**src/hw/rtl/csp_pkg.sv**
```systemverilog
// Shared types and constants of the cruise speed PID controller.
// Holds field widths, event and mode codes, register indexes and reset values.
// Used by every module of the block; depends on nothing else.
package csp_pkg;

    // Field widths fixed by the interface.
    localparam int KIND_W      = 3;
    localparam int VALUE_W     = 11;
    localparam int SPEED_OUT_W = 11;
    localparam int CMD_W       = 10;
    localparam int POS_W       = 8;
    localparam int MODE_OUT_W  = 3;
    localparam int GAIN_W      = 8;
    localparam int CFG_ADDR_W  = 3;
    localparam int CFG_DATA_W  = 11;
    localparam int INT_W       = 16;
    localparam int SECONDS_W   = 8;

    // Largest servo command.
    localparam int CMD_MAX = 1023;

    // Defaults of the top-level parameters.
    localparam int DEF_SPEED_BITS    = 11;
    localparam int DEF_SERVO_MAX_POS = 179;
    localparam int DEF_SERVO_MIN_POS = 1;

    // Depth of the queue between front and back; a power of two.
    localparam int QUEUE_DEPTH = 2;

    // Reset values of the configuration registers.
    localparam logic [GAIN_W-1:0] RST_PROP_GAIN   = 8'd10;
    localparam logic [GAIN_W-1:0] RST_INT_GAIN    = 8'd5;
    localparam logic [GAIN_W-1:0] RST_DERIV_GAIN  = 8'd2;
    localparam logic [GAIN_W-1:0] RST_SLOW_PERIOD = 8'd30;
    localparam logic [GAIN_W-1:0] RST_FAST_PERIOD = 8'd5;

    // Configuration register indexes.
    localparam logic [CFG_ADDR_W-1:0] CFG_LOW_INITIAL  = 3'd0;
    localparam logic [CFG_ADDR_W-1:0] CFG_HIGH_INITIAL = 3'd1;
    localparam logic [CFG_ADDR_W-1:0] CFG_PROP_GAIN    = 3'd2;
    localparam logic [CFG_ADDR_W-1:0] CFG_INT_GAIN     = 3'd3;
    localparam logic [CFG_ADDR_W-1:0] CFG_DERIV_GAIN   = 3'd4;
    localparam logic [CFG_ADDR_W-1:0] CFG_SLOW_PERIOD  = 3'd5;
    localparam logic [CFG_ADDR_W-1:0] CFG_FAST_PERIOD  = 3'd6;

    // Event codes on the input channel.
    localparam logic [KIND_W-1:0] KIND_THROTTLE    = 3'd0;
    localparam logic [KIND_W-1:0] KIND_SPEED       = 3'd1;
    localparam logic [KIND_W-1:0] KIND_TICK        = 3'd2;
    localparam logic [KIND_W-1:0] KIND_NEXT_MODE   = 3'd3;
    localparam logic [KIND_W-1:0] KIND_SETUP_ENTER = 3'd4;
    localparam logic [KIND_W-1:0] KIND_SETUP_LEAVE = 3'd5;

    // Reported mode code while in setup.
    localparam logic [MODE_OUT_W-1:0] MODE_CODE_SETUP = 3'd4;

    // Classified operation handed from front to back.
    typedef enum logic [2:0] {
        OP_NONE,
        OP_THROTTLE,
        OP_SPEED,
        OP_TICK,
        OP_NEXT_MODE,
        OP_SETUP_ENTER,
        OP_SETUP_LEAVE
    } t_op;

    // Operating mode.
    typedef enum logic [1:0] {
        MODE_OFF,
        MODE_STATIC,
        MODE_SLOW,
        MODE_FAST
    } t_mode;

    // Queue entry: operation and its operand (throttle already clamped).
    typedef struct packed {
        t_op                op;
        logic [VALUE_W-1:0] value;
    } t_cmd;

    // Result fields, servo position excepted.
    typedef struct packed {
        logic [CMD_W-1:0]       servo_command;
        logic [MODE_OUT_W-1:0]  mode;
        logic [SPEED_OUT_W-1:0] target_speed;
        logic [SPEED_OUT_W-1:0] low_speed;
        logic [SPEED_OUT_W-1:0] high_speed;
        logic                   autopilot;
        logic                   store_write;
    } t_result;

endpackage

```
**src/hw/rtl/csp_front.sv**
```systemverilog
// Front part: accepts input transactions, classifies the event and queues it.
// Depends on csp_pkg for event codes, the queue depth and the entry type.
module csp_front
    import csp_pkg::*;
(
    input  logic               i_clk,
    input  logic               i_rst_n,
    input  logic               i_in_valid,
    output logic               o_in_ready,
    input  logic [KIND_W-1:0]  i_kind,
    input  logic [VALUE_W-1:0] i_value,
    output t_cmd               o_head,
    output logic               o_head_valid,
    input  logic               i_pop
);

    localparam int IdxW = $clog2(QUEUE_DEPTH);
    localparam int CntW = $clog2(QUEUE_DEPTH + 1);

    t_cmd            r_entry [QUEUE_DEPTH];
    logic [IdxW-1:0] r_wr_ptr;
    logic [IdxW-1:0] r_rd_ptr;
    logic [CntW-1:0] r_count;
    t_cmd            w_cmd;
    logic            w_push;

    // Classify the event; a throttle level above full scale is clamped here.
    always_comb begin
        w_cmd.value = i_value;
        case (i_kind)
            KIND_THROTTLE: begin
                w_cmd.op = OP_THROTTLE;
                if (i_value > VALUE_W'(CMD_MAX)) begin
                    w_cmd.value = VALUE_W'(CMD_MAX);
                end
            end
            KIND_SPEED:       w_cmd.op = OP_SPEED;
            KIND_TICK:        w_cmd.op = OP_TICK;
            KIND_NEXT_MODE:   w_cmd.op = OP_NEXT_MODE;
            KIND_SETUP_ENTER: w_cmd.op = OP_SETUP_ENTER;
            KIND_SETUP_LEAVE: w_cmd.op = OP_SETUP_LEAVE;
            default:          w_cmd.op = OP_NONE;
        endcase
    end

    assign o_in_ready   = (r_count != CntW'(QUEUE_DEPTH));
    assign w_push       = i_in_valid && o_in_ready;
    assign o_head_valid = (r_count != '0);
    assign o_head       = r_entry[r_rd_ptr];

    // Queue storage.
    always_ff @(posedge i_clk) begin
        if (w_push) begin
            r_entry[r_wr_ptr] <= w_cmd;
        end
    end

    // Queue pointers and fill count.
    always_ff @(posedge i_clk) begin
        if (!i_rst_n) begin
            r_wr_ptr <= '0;
            r_rd_ptr <= '0;
            r_count  <= '0;
        end else begin
            if (w_push) begin
                r_wr_ptr <= r_wr_ptr + IdxW'(1);
            end
            if (i_pop) begin
                r_rd_ptr <= r_rd_ptr + IdxW'(1);
            end
            if (w_push && !i_pop) begin
                r_count <= r_count + CntW'(1);
            end else if (!w_push && i_pop) begin
                r_count <= r_count - CntW'(1);
            end
        end
    end

`ifndef NO_ASSERTIONS
    a_count_bound: assert property (@(posedge i_clk) disable iff (!i_rst_n)
        r_count <= CntW'(QUEUE_DEPTH))
        else $error("queue fill count exceeds its depth");

    a_pop_nonempty: assert property (@(posedge i_clk) disable iff (!i_rst_n)
        i_pop |-> r_count != '0)
        else $error("queue popped while empty");
`endif

endmodule

```
**src/hw/rtl/csp_exec.sv**
```systemverilog
// Back part: holds the controller state and configuration, applies one queued
// event per cycle while the output stage accepts results (PID update included)
// and registers the result fields. Depends on csp_pkg for codes and types.
module csp_exec
    import csp_pkg::*;
#(
    parameter int SPEED_BITS = DEF_SPEED_BITS
) (
    input  logic                  i_clk,
    input  logic                  i_rst_n,
    input  logic                  i_cfg_we,
    input  logic [CFG_ADDR_W-1:0] i_cfg_addr,
    input  logic [CFG_DATA_W-1:0] i_cfg_data,
    input  t_cmd                  i_cmd,
    input  logic                  i_cmd_valid,
    output logic                  o_pop,
    output t_result               o_res,
    output logic                  o_res_valid,
    input  logic                  i_res_ready
);

    localparam int ErrW = SPEED_BITS + 1;
    localparam int DifW = SPEED_BITS + 2;
    localparam int AccW = ((ErrW > INT_W) ? ErrW : INT_W) + 1;
    localparam int PidW = ((SPEED_BITS + 11 > 25) ? SPEED_BITS + 11 : 25) + 3;
    localparam logic signed [AccW-1:0] IntHi = AccW'(32767);
    localparam logic signed [AccW-1:0] IntLo = AccW'(-32768);
    localparam logic signed [PidW-1:0] CmdHi = PidW'(CMD_MAX);

    // Configuration registers.
    logic [GAIN_W-1:0] r_prop_gain, r_int_gain, r_deriv_gain;
    logic [GAIN_W-1:0] r_slow_period, r_fast_period;

    // Controller state.
    t_mode                   r_mode, n_mode;
    logic                    r_setup, n_setup;
    logic [SPEED_BITS-1:0]   r_low, n_low;
    logic [SPEED_BITS-1:0]   r_high, n_high;
    logic [SPEED_BITS-1:0]   r_target, n_target;
    logic [SPEED_BITS-1:0]   r_speed, n_speed;
    logic [CMD_W-1:0]        r_servo, n_servo;
    logic signed [INT_W-1:0] r_integral, n_integral;
    logic signed [ErrW-1:0]  r_prev_err, n_prev_err;
    logic                    r_first, n_first;
    logic [SECONDS_W-1:0]    r_seconds, n_seconds;
    t_result                 r_res, n_res;
    logic                    r_res_valid;

    // PID datapath.
    logic [SPEED_BITS-1:0]   w_speed_in;
    logic                    w_autopilot;
    logic signed [ErrW-1:0]  w_err;
    logic signed [ErrW-1:0]  w_prev;
    logic signed [AccW-1:0]  w_acc;
    logic signed [INT_W-1:0] w_int_sat;
    logic signed [DifW-1:0]  w_dif;
    logic signed [PidW-1:0]  w_pid;
    logic signed [PidW-1:0]  w_cmd;
    logic [CMD_W-1:0]        w_cmd_clamped;
    logic [SECONDS_W:0]      w_sec_inc;

    assign o_pop       = i_cmd_valid && (!r_res_valid || i_res_ready);
    assign o_res       = r_res;
    assign o_res_valid = r_res_valid;

    assign w_speed_in  = SPEED_BITS'(i_cmd.value);
    assign w_autopilot = !r_setup && (r_mode != MODE_OFF) && (r_target != '0);

    // PID correction from a new speed sample; integral saturates at 16 bits.
    always_comb begin
        w_err  = $signed({1'b0, r_target}) - $signed({1'b0, w_speed_in});
        w_prev = r_first ? w_err : r_prev_err;
        w_acc  = AccW'(r_integral) + AccW'(w_err);
        if (w_acc > IntHi) begin
            w_int_sat = INT_W'(IntHi);
        end else if (w_acc < IntLo) begin
            w_int_sat = INT_W'(IntLo);
        end else begin
            w_int_sat = INT_W'(w_acc);
        end
        w_dif = DifW'(w_err) - DifW'(w_prev);
        w_pid = PidW'(w_err) * PidW'($signed({1'b0, r_prop_gain}))
              + PidW'(w_int_sat) * PidW'($signed({1'b0, r_int_gain}))
              + PidW'(w_dif) * PidW'($signed({1'b0, r_deriv_gain}));
        w_cmd = w_pid + PidW'($signed({1'b0, r_servo}));
        if (w_cmd < 0) begin
            w_cmd_clamped = '0;
        end else if (w_cmd > CmdHi) begin
            w_cmd_clamped = CMD_W'(CMD_MAX);
        end else begin
            w_cmd_clamped = CMD_W'(w_cmd);
        end
    end

    assign w_sec_inc = {1'b0, r_seconds} + (SECONDS_W + 1)'(1);

    // Next state and result of the event at the head of the queue.
    always_comb begin
        n_mode         = r_mode;
        n_setup        = r_setup;
        n_low          = r_low;
        n_high         = r_high;
        n_target       = r_target;
        n_speed        = r_speed;
        n_servo        = r_servo;
        n_integral     = r_integral;
        n_prev_err     = r_prev_err;
        n_first        = r_first;
        n_seconds      = r_seconds;
        n_res          = r_res;
        n_res.store_write = 1'b0;

        if (o_pop) begin
            case (i_cmd.op)
                OP_THROTTLE: begin
                    n_mode  = MODE_OFF;
                    n_servo = CMD_W'(i_cmd.value);
                end
                OP_SPEED: begin
                    n_speed = w_speed_in;
                    if (w_autopilot) begin
                        n_servo    = w_cmd_clamped;
                        n_integral = w_int_sat;
                        n_prev_err = w_err;
                        n_first    = 1'b0;
                    end
                end
                OP_TICK: begin
                    if (!w_autopilot || r_mode == MODE_STATIC) begin
                        n_seconds = '0;
                    end else if ((r_mode == MODE_SLOW && w_sec_inc > {1'b0, r_slow_period})
                              || (r_mode == MODE_FAST && w_sec_inc > {1'b0, r_fast_period}))
                    begin
                        n_target  = (r_target == r_low) ? r_high : r_low;
                        n_seconds = '0;
                    end else if (w_sec_inc[SECONDS_W]) begin
                        n_seconds = '1;
                    end else begin
                        n_seconds = w_sec_inc[SECONDS_W-1:0];
                    end
                end
                OP_NEXT_MODE: begin
                    case (r_mode)
                        MODE_OFF: begin
                            n_mode   = MODE_STATIC;
                            n_target = r_low;
                        end
                        MODE_STATIC: n_mode = MODE_SLOW;
                        MODE_SLOW:   n_mode = MODE_FAST;
                        default:     n_mode = MODE_STATIC;
                    endcase
                end
                OP_SETUP_ENTER: begin
                    n_setup = 1'b1;
                    n_low   = r_speed;
                end
                OP_SETUP_LEAVE: begin
                    n_setup = 1'b0;
                    if (r_speed < r_low) begin
                        n_high = r_low;
                        n_low  = r_speed;
                    end else begin
                        n_high = r_speed;
                    end
                    n_res.store_write = 1'b1;
                end
                default: begin
                end
            endcase

            n_res.servo_command = n_servo;
            n_res.mode          = n_setup ? MODE_CODE_SETUP : {1'b0, n_mode};
            n_res.target_speed  = SPEED_OUT_W'(n_target);
            n_res.low_speed     = SPEED_OUT_W'(n_low);
            n_res.high_speed    = SPEED_OUT_W'(n_high);
            n_res.autopilot     = !n_setup && (n_mode != MODE_OFF) && (n_target != '0);
        end

        // Speed set-points loaded from the configuration port; writing only while idle is up to the user.
        if (i_cfg_we && i_cfg_addr == CFG_LOW_INITIAL) begin
            n_low = SPEED_BITS'(i_cfg_data);
        end
        if (i_cfg_we && i_cfg_addr == CFG_HIGH_INITIAL) begin
            n_high = SPEED_BITS'(i_cfg_data);
        end
    end

    // Gain and period registers.
    always_ff @(posedge i_clk) begin
        if (!i_rst_n) begin
            r_prop_gain   <= RST_PROP_GAIN;
            r_int_gain    <= RST_INT_GAIN;
            r_deriv_gain  <= RST_DERIV_GAIN;
            r_slow_period <= RST_SLOW_PERIOD;
            r_fast_period <= RST_FAST_PERIOD;
        end else if (i_cfg_we) begin
            case (i_cfg_addr)
                CFG_PROP_GAIN:   r_prop_gain   <= i_cfg_data[GAIN_W-1:0];
                CFG_INT_GAIN:    r_int_gain    <= i_cfg_data[GAIN_W-1:0];
                CFG_DERIV_GAIN:  r_deriv_gain  <= i_cfg_data[GAIN_W-1:0];
                CFG_SLOW_PERIOD: r_slow_period <= i_cfg_data[GAIN_W-1:0];
                CFG_FAST_PERIOD: r_fast_period <= i_cfg_data[GAIN_W-1:0];
                default: begin
                end
            endcase
        end
    end

    // Controller state registers.
    always_ff @(posedge i_clk) begin
        if (!i_rst_n) begin
            r_mode     <= MODE_OFF;
            r_setup    <= 1'b0;
            r_low      <= '0;
            r_high     <= '0;
            r_target   <= '0;
            r_speed    <= '0;
            r_servo    <= '0;
            r_integral <= '0;
            r_prev_err <= '0;
            r_first    <= 1'b1;
            r_seconds  <= '0;
        end else begin
            r_mode     <= n_mode;
            r_setup    <= n_setup;
            r_low      <= n_low;
            r_high     <= n_high;
            r_target   <= n_target;
            r_speed    <= n_speed;
            r_servo    <= n_servo;
            r_integral <= n_integral;
            r_prev_err <= n_prev_err;
            r_first    <= n_first;
            r_seconds  <= n_seconds;
        end
    end

    // Result register towards the output stage.
    always_ff @(posedge i_clk) begin
        if (o_pop) begin
            r_res <= n_res;
        end
    end

    always_ff @(posedge i_clk) begin
        if (!i_rst_n) begin
            r_res_valid <= 1'b0;
        end else if (o_pop) begin
            r_res_valid <= 1'b1;
        end else if (i_res_ready) begin
            r_res_valid <= 1'b0;
        end
    end

`ifndef NO_ASSERTIONS
    a_throttle_off: assert property (@(posedge i_clk) disable iff (!i_rst_n)
        o_pop && i_cmd.op == OP_THROTTLE |=> r_mode == MODE_OFF && !r_res.autopilot)
        else $error("throttle event did not force off mode");

    a_leave_store: assert property (@(posedge i_clk) disable iff (!i_rst_n)
        o_pop && i_cmd.op == OP_SETUP_LEAVE |=> r_res.store_write && !r_setup)
        else $error("leaving setup did not request a store");

    a_res_hold: assert property (@(posedge i_clk) disable iff (!i_rst_n)
        r_res_valid && !i_res_ready |=> r_res_valid && $stable(r_res))
        else $error("result lost while the output stage was stalled");
`endif

endmodule

```
**src/hw/rtl/csp_out.sv**
```systemverilog
// Output stage: maps the servo command onto a servo position and holds the
// finished result for the output channel. Depends on csp_pkg for types.
module csp_out
    import csp_pkg::*;
#(
    parameter int SERVO_MAX_POS = DEF_SERVO_MAX_POS,
    parameter int SERVO_MIN_POS = DEF_SERVO_MIN_POS
) (
    input  logic                   i_clk,
    input  logic                   i_rst_n,
    input  t_result                i_res,
    input  logic                   i_res_valid,
    output logic                   o_res_ready,
    output logic                   o_out_valid,
    input  logic                   i_out_ready,
    output logic [POS_W-1:0]       o_servo_position,
    output logic [CMD_W-1:0]       o_servo_command,
    output logic [MODE_OUT_W-1:0]  o_mode,
    output logic [SPEED_OUT_W-1:0] o_target_speed,
    output logic [SPEED_OUT_W-1:0] o_low_speed,
    output logic [SPEED_OUT_W-1:0] o_high_speed,
    output logic                   o_autopilot,
    output logic                   o_store_write
);

    localparam int Span    = SERVO_MAX_POS - SERVO_MIN_POS;
    localparam bit SpanNeg = (Span < 0);
    localparam int SpanAbs = SpanNeg ? -Span : Span;
    localparam int MagW    = CMD_W + POS_W;

    logic [MagW-1:0]  w_mag;
    logic [POS_W-1:0] w_q0;
    logic [MagW:0]    w_rem;
    logic [POS_W-1:0] w_q;
    logic [POS_W-1:0] w_offset;
    logic [POS_W-1:0] w_pos;
    logic             w_load;
    logic             r_valid;
    t_result          r_res;
    logic [POS_W-1:0] r_pos;

    // Position = MIN + cmd * (MAX - MIN) / 1023. The quotient by 1023 starts
    // from a shift by ten bits, which is at most one short; one compare fixes it.
    always_comb begin
        w_mag = MagW'(i_res.servo_command) * MagW'(SpanAbs);
        w_q0  = w_mag[MagW-1:CMD_W];
        w_rem = (MagW + 1)'(w_mag) - (MagW + 1)'({w_q0, {CMD_W{1'b0}}})
              + (MagW + 1)'(w_q0);
        if (w_rem >= (MagW + 1)'(CMD_MAX)) begin
            w_q = w_q0 + POS_W'(1);
        end else begin
            w_q = w_q0;
        end
        w_offset = SpanNeg ? POS_W'(~w_q + POS_W'(1)) : w_q;
        w_pos    = POS_W'(SERVO_MIN_POS) + w_offset;
    end

    assign o_res_ready = !r_valid || i_out_ready;
    assign w_load      = i_res_valid && o_res_ready;

    // Output register.
    always_ff @(posedge i_clk) begin
        if (w_load) begin
            r_res <= i_res;
            r_pos <= w_pos;
        end
    end

    always_ff @(posedge i_clk) begin
        if (!i_rst_n) begin
            r_valid <= 1'b0;
        end else if (w_load) begin
            r_valid <= 1'b1;
        end else if (i_out_ready) begin
            r_valid <= 1'b0;
        end
    end

    assign o_out_valid      = r_valid;
    assign o_servo_position = r_pos;
    assign o_servo_command  = r_res.servo_command;
    assign o_mode           = r_res.mode;
    assign o_target_speed   = r_res.target_speed;
    assign o_low_speed      = r_res.low_speed;
    assign o_high_speed     = r_res.high_speed;
    assign o_autopilot      = r_res.autopilot;
    assign o_store_write    = r_res.store_write;

endmodule

```
**src/hw/rtl/cruise_speed_pid_controller.sv**
```systemverilog
// Top level of the cruise speed PID controller.
// Instantiates csp_front, csp_exec and csp_out; depends on csp_pkg.
//
// Usage:
//   Events enter on the input channel (i_in_valid / o_in_ready) as a kind
//   code and an 11-bit value: throttle, speed sample, second tick, next mode,
//   enter setup, leave setup. Each transaction yields exactly one result
//   transaction on the output channel (o_out_valid / i_out_ready) that shows
//   the servo position and command, mode, speeds, autopilot and store flag
//   after the event.
//   Throughput is one event per cycle while the receiver accepts results. A
//   result passes through the two-entry event queue, the execute stage with
//   its combinational PID update, and the output register.
//   When the receiver stalls, the output register, the execute result
//   register and the queue fill in turn; o_in_ready falls once the queue is
//   full and nothing is lost.
//   Configuration registers are written through i_cfg_we / i_cfg_addr /
//   i_cfg_data; the user must do so while no event is in flight, unchecked by the block.
//   Synchronous reset (i_rst_n low) empties the pipeline, puts the controller
//   in off mode with all speeds, command and integral at zero, and restores
//   the default gains and periods.
module cruise_speed_pid_controller
    import csp_pkg::*;
#(
    parameter int SPEED_BITS    = DEF_SPEED_BITS,
    parameter int SERVO_MAX_POS = DEF_SERVO_MAX_POS,
    parameter int SERVO_MIN_POS = DEF_SERVO_MIN_POS
) (
    input  logic                   i_clk,
    input  logic                   i_rst_n,
    input  logic                   i_cfg_we,
    input  logic [CFG_ADDR_W-1:0]  i_cfg_addr,
    input  logic [CFG_DATA_W-1:0]  i_cfg_data,
    input  logic                   i_in_valid,
    output logic                   o_in_ready,
    input  logic [KIND_W-1:0]      i_kind,
    input  logic [VALUE_W-1:0]     i_value,
    output logic                   o_out_valid,
    input  logic                   i_out_ready,
    output logic [POS_W-1:0]       o_servo_position,
    output logic [CMD_W-1:0]       o_servo_command,
    output logic [MODE_OUT_W-1:0]  o_mode,
    output logic [SPEED_OUT_W-1:0] o_target_speed,
    output logic [SPEED_OUT_W-1:0] o_low_speed,
    output logic [SPEED_OUT_W-1:0] o_high_speed,
    output logic                   o_autopilot,
    output logic                   o_store_write
);

    t_cmd    w_head;
    logic    w_head_valid;
    logic    w_pop;
    t_result w_res;
    logic    w_res_valid;
    logic    w_res_ready;

    // Event acceptance, classification and queue.
    csp_front u_front (
        .i_clk        (i_clk),
        .i_rst_n      (i_rst_n),
        .i_in_valid   (i_in_valid),
        .o_in_ready   (o_in_ready),
        .i_kind       (i_kind),
        .i_value      (i_value),
        .o_head       (w_head),
        .o_head_valid (w_head_valid),
        .i_pop        (w_pop)
    );

    // Controller state, configuration and PID update.
    csp_exec #(
        .SPEED_BITS (SPEED_BITS)
    ) u_exec (
        .i_clk       (i_clk),
        .i_rst_n     (i_rst_n),
        .i_cfg_we    (i_cfg_we),
        .i_cfg_addr  (i_cfg_addr),
        .i_cfg_data  (i_cfg_data),
        .i_cmd       (w_head),
        .i_cmd_valid (w_head_valid),
        .o_pop       (w_pop),
        .o_res       (w_res),
        .o_res_valid (w_res_valid),
        .i_res_ready (w_res_ready)
    );

    // Servo position mapping and output register.
    csp_out #(
        .SERVO_MAX_POS (SERVO_MAX_POS),
        .SERVO_MIN_POS (SERVO_MIN_POS)
    ) u_out (
        .i_clk            (i_clk),
        .i_rst_n          (i_rst_n),
        .i_res            (w_res),
        .i_res_valid      (w_res_valid),
        .o_res_ready      (w_res_ready),
        .o_out_valid      (o_out_valid),
        .i_out_ready      (i_out_ready),
        .o_servo_position (o_servo_position),
        .o_servo_command  (o_servo_command),
        .o_mode           (o_mode),
        .o_target_speed   (o_target_speed),
        .o_low_speed      (o_low_speed),
        .o_high_speed     (o_high_speed),
        .o_autopilot      (o_autopilot),
        .o_store_write    (o_store_write)
    );

endmodule

```
**config.mk**
```make
export PLATFORM = sky130hd
export DESIGN_NAME = cruise_speed_pid_controller
export DESIGN_NICKNAME = d
export VERILOG_FILES = /design/src/hw/rtl/csp_pkg.sv /design/src/hw/rtl/csp_front.sv /design/src/hw/rtl/csp_exec.sv /design/src/hw/rtl/csp_out.sv /design/src/hw/rtl/cruise_speed_pid_controller.sv
export SDC_FILE = /design/constraint.sdc
export NUM_CORES = 2
export LEC_CHECK = 0
export ABC_AREA = 1
export BUFFER_PORTS_ARGS = -buffer_cell sky130_fd_sc_hd__buf_4
export CAP_MARGIN = 20
export CORE_MARGIN = 2
export CORE_UTILIZATION = 64
export CTS_CLUSTER_SIZE = 14
export DETAILED_ROUTE_END_ITERATION = 7
export PLACE_DENSITY_LB_ADDON = 0.15
export SLEW_MARGIN = 40
export SYNTH_ARGS = -nofsm -noshare
export SYNTH_HDL_FRONTEND = slang
export SYNTH_SLANG_ARGS = --single-unit
```
**constraint.sdc**
```tcl
create_clock -name i_clk -period 20.3 [get_ports i_clk]
set_clock_uncertainty 0.15 [all_clocks]
set_input_delay 4.06 -clock i_clk [delete_from_list [all_inputs] [get_ports i_clk]]
set_output_delay 4.06 -clock i_clk [all_outputs]
set_load 0.005 [all_outputs]
```
==> impl_results.md <==
* Mapped Area at ~0.031 mm^2
* Register area at 0.00679 mm^2
* Placed Area at roughly 0.032 mm^2
* Net Count, Synth at 4715
* Unrepaired setup endpoints after global routing: false
* Synth top area share at 0.202
* Hold_sp: u_exec.o_res[28]
* Top-count cell post-synth: inv_1
* Initial detailed-routing violation count at about 1900
* Top_reg_cell synth: dfxtp_1
* TNS Setup at 0 ns
* Worst EP arrival at roughly 14 ns
* CORE AREA at 0.0479 mm^2
* Slew HR at 0.443
* Gr ovfl total at 0
* Num CTS Buffers at 30
* Die area at 0.0505 mm^2
* Fin. Hold Viols at 0
* Vias/cell at 5.43
* CTS tree: done
* Root buffer cell: clkbuf_16
* Capturing point of the worst reg2reg path: u_exec.r_servo[5]
* Area Overhead vs Synth at 7.13%
* # DRC at 0
* Worst-Skew Late Latency at between 0.6 and 0.7 ns
* Setup Fix Bufs, Post-CTS at 0
* GPL Wtd Cong at 0.956
* Tcrit/Tclk final at 0.668
* CTS resizes at 0
* Layout filler cell count at 4087
* Ys Warns at 0
* Worst-path clk slew at around 0.06 ns
* First-pass GRT wire length at between 100 and 150 mm
* Die height at about 220 um
* FFs w/ async S/R, synth at 0
* Worst-Margin Slew at about 0.83 ns
* Unique cell type count in the Yosys netlist at 59
* Synth area leaders: fa_1, edfxtp_1, ha_1, inv_1, nand2_1
* Hold buffers post-CTS at 0
* Sequential area share after synthesis at 0.218
* Post-synth EDFFs at approximately 130
* Worst hold stages at 0
* Die X at 225 um
* CTS max path bufs at 3
* Multi-input gate area at between 0.02 and 0.025 mm^2
* R2R Setup Slk at slightly below 7 ns
* Final WL at roughly 76 mm
* CP Launch Type: flip-flop
* Most common cell on crit path: nand2_1
* Max-slew violation count at 0
* CP required at 20.61 ns
* H-Tree Depth at 1
* Hold Crit Class: reg2reg
* Worst hold endpoint: u_out.o_target_speed[4]
* Number of diodes at 0
* Layout net count at about 4800
* Flops & latches, synth at around 270
* Pre-antenna DRT Iters at 8
* Port Buf Inserts at 90
* Path depth of the worst reg2reg path at 66
* Dpl hpwl at ~62 mm
* Worst Setup Slack post-DPL at slightly below 7 ns
* Routed length per placed instance at around 16 um
* Outcome: complete, no violations
* Worst hold slack at 0.218 ns
* Global Route Usage Sum at 0.313
* Yosys top cell by area: fa_1
* Mapped Cells at slightly above 4000
* Maximum clock rate at roughly 0.074 GHz
* Largest net degree at the start of global routing at 66
* Fin area at 0.0334 mm^2
* Starting Density at 0.651
* Ports at 91
* Vias at 25719
* Initial antenna violation count at 0
* Fin crit period at around 14 ns
* Peak fanout along the critical path at 17
* MaxCap Viol Count at 0
* Number of global-route vias before repair at between 20000 and 30000
* Synth cell count leaders: inv_1, nand2_1, nor2_1, fa_1, ha_1
* Clock tree sinks at roughly 270
* Routed Antenna Nets at 0
* Share of layout cells above drive strength 1 at 0.0577
* Rows at 80
* Crit path kind: reg2reg
* Worst setup margin at roughly 6.7 ns
* Max stage delay cell, worst path: dfxtp_1
* Setup violators final at 0
* Crit-path max cell delay at 0.81 ns
* Worst Setup End Kind: flip-flop
* Avg Inst Size Synth at about 7.7 um^2
## metal layers
| metal | GRT usage | wire length, um | share of wire |
|---|---|---|---|
| met2 | 0.537 | 36200 | 0.47 |
| met1 | 0.396 | 31100 | 0.41 |
| met3 | 0.0317 | 4660 | 0.061 |
| met5 | 0 | 0 | 0 |
| met4 | 0.152 | 4250 | 0.056 |
## worst max-delay path: cells and delay by family, from the launching register on
family          cells  cell delay [ns]
buf+inv             6             0.59
fa+ha+maj          11             4.63
simple gates       31             3.49
mux                 1             0.45
flops               1             0.81
compound gates     14             2.22
xor+xnor            3             1.08
## sequential cells by signal, summed over array words and instances (netlist names), 11 cells and up, named ones only
| signal | count |
|---|---|
| u_exec.r_target | 11 |
| u_exec.r_low | 11 |
| u_exec.r_integral | 16 |
| u_exec.r_prev_err | 12 |
| u_exec.o_res | 48 |
| u_front.r_entry | 28 |
| u_exec.r_high | 11 |
| u_out.o_high_speed | 11 |
| u_exec.r_speed | 11 |
| u_out.o_target_speed | 11 |
| u_out.o_low_speed | 11 |
## cell families (layout without fill, tap and decap cells)
group                      Yosys count  in the layout  synth area share
xor gates and xnor gates           127            127            0.0375
muxes                               11             11           0.00357
adders and majority gates          628            628             0.328
DFF                                273            273             0.218
buffers and inverters             1028           1096             0.125
and+or+nand+nor                   1452           1452             0.193
AOI/OAI and AO/OA                  535            535            0.0958
## layout by cell type (no fill, tap or decap), drive strengths merged, types with 3 or more instances in the layout
cell / netlist / final
a21o: 10 / 10
nand4: 25 / 25
o21bai: 9 / 9
clkbuf: 70 / 37
nor3: 20 / 20
fa: 315 / 315
ha: 313 / 313
o211ai: 15 / 15
buf: 20 / 102
nor4: 9 / 9
nand3: 137 / 137
nor2: 370 / 370
xnor2: 48 / 48
clkinv: 8 / 18
and2: 3 / 3
a31oi: 27 / 27
o22ai: 10 / 10
nand2: 872 / 872
inv: 930 / 933
a21oi: 236 / 236
o31ai: 5 / 5
clkinvlp: 0 / 4
mux2i: 10 / 10
o21a: 5 / 5
xor2: 79 / 79
o21ai: 186 / 186
edfxtp: 132 / 132
o221ai: 11 / 11
dfxtp: 141 / 141
or2: 10 / 10
a211oi: 13 / 13
nand3b: 6 / 6
## stage by stage
stage               cells  utilization
floorplan            4054            -
global placement     4681        0.675
detailed placement   4681        0.676
CTS                  4737        0.697
global route         4737        0.697
finish               4737        0.697
## area by class of cell
| cell class | count | share of cell area |
|---|---|---|
| Sequential cell | 273 | 0.203 |
| Clock buffer | 37 | 0.0245 |
| Multi-Input combinational cell | 2753 | 0.615 |
| Tap cell | 615 | 0.0230 |
| Inverter | 938 | 0.106 |
| Timing Repair Buffer | 102 | 0.0229 |
| Clock inverter | 19 | 0.00629 |
## worst max-delay path by stage
stage	startpoint	endpoint	slack (ns)
floorplan	flip-flop	u_exec.r_servo[7]	9.10
global placement	flip-flop	u_exec.o_res[38]	7.15
detailed placement	flip-flop	u_exec.r_servo[5]	6.85
CTS	flip-flop	u_exec.r_servo[5]	6.77
global route	flip-flop	u_exec.r_servo[9]	5.54
finish	flip-flop	u_exec.r_servo[5]	6.73
Power is left out: the tool's default activity adds up to more than one toggle a clock period on the data nets, which glitch-free logic cannot reach.
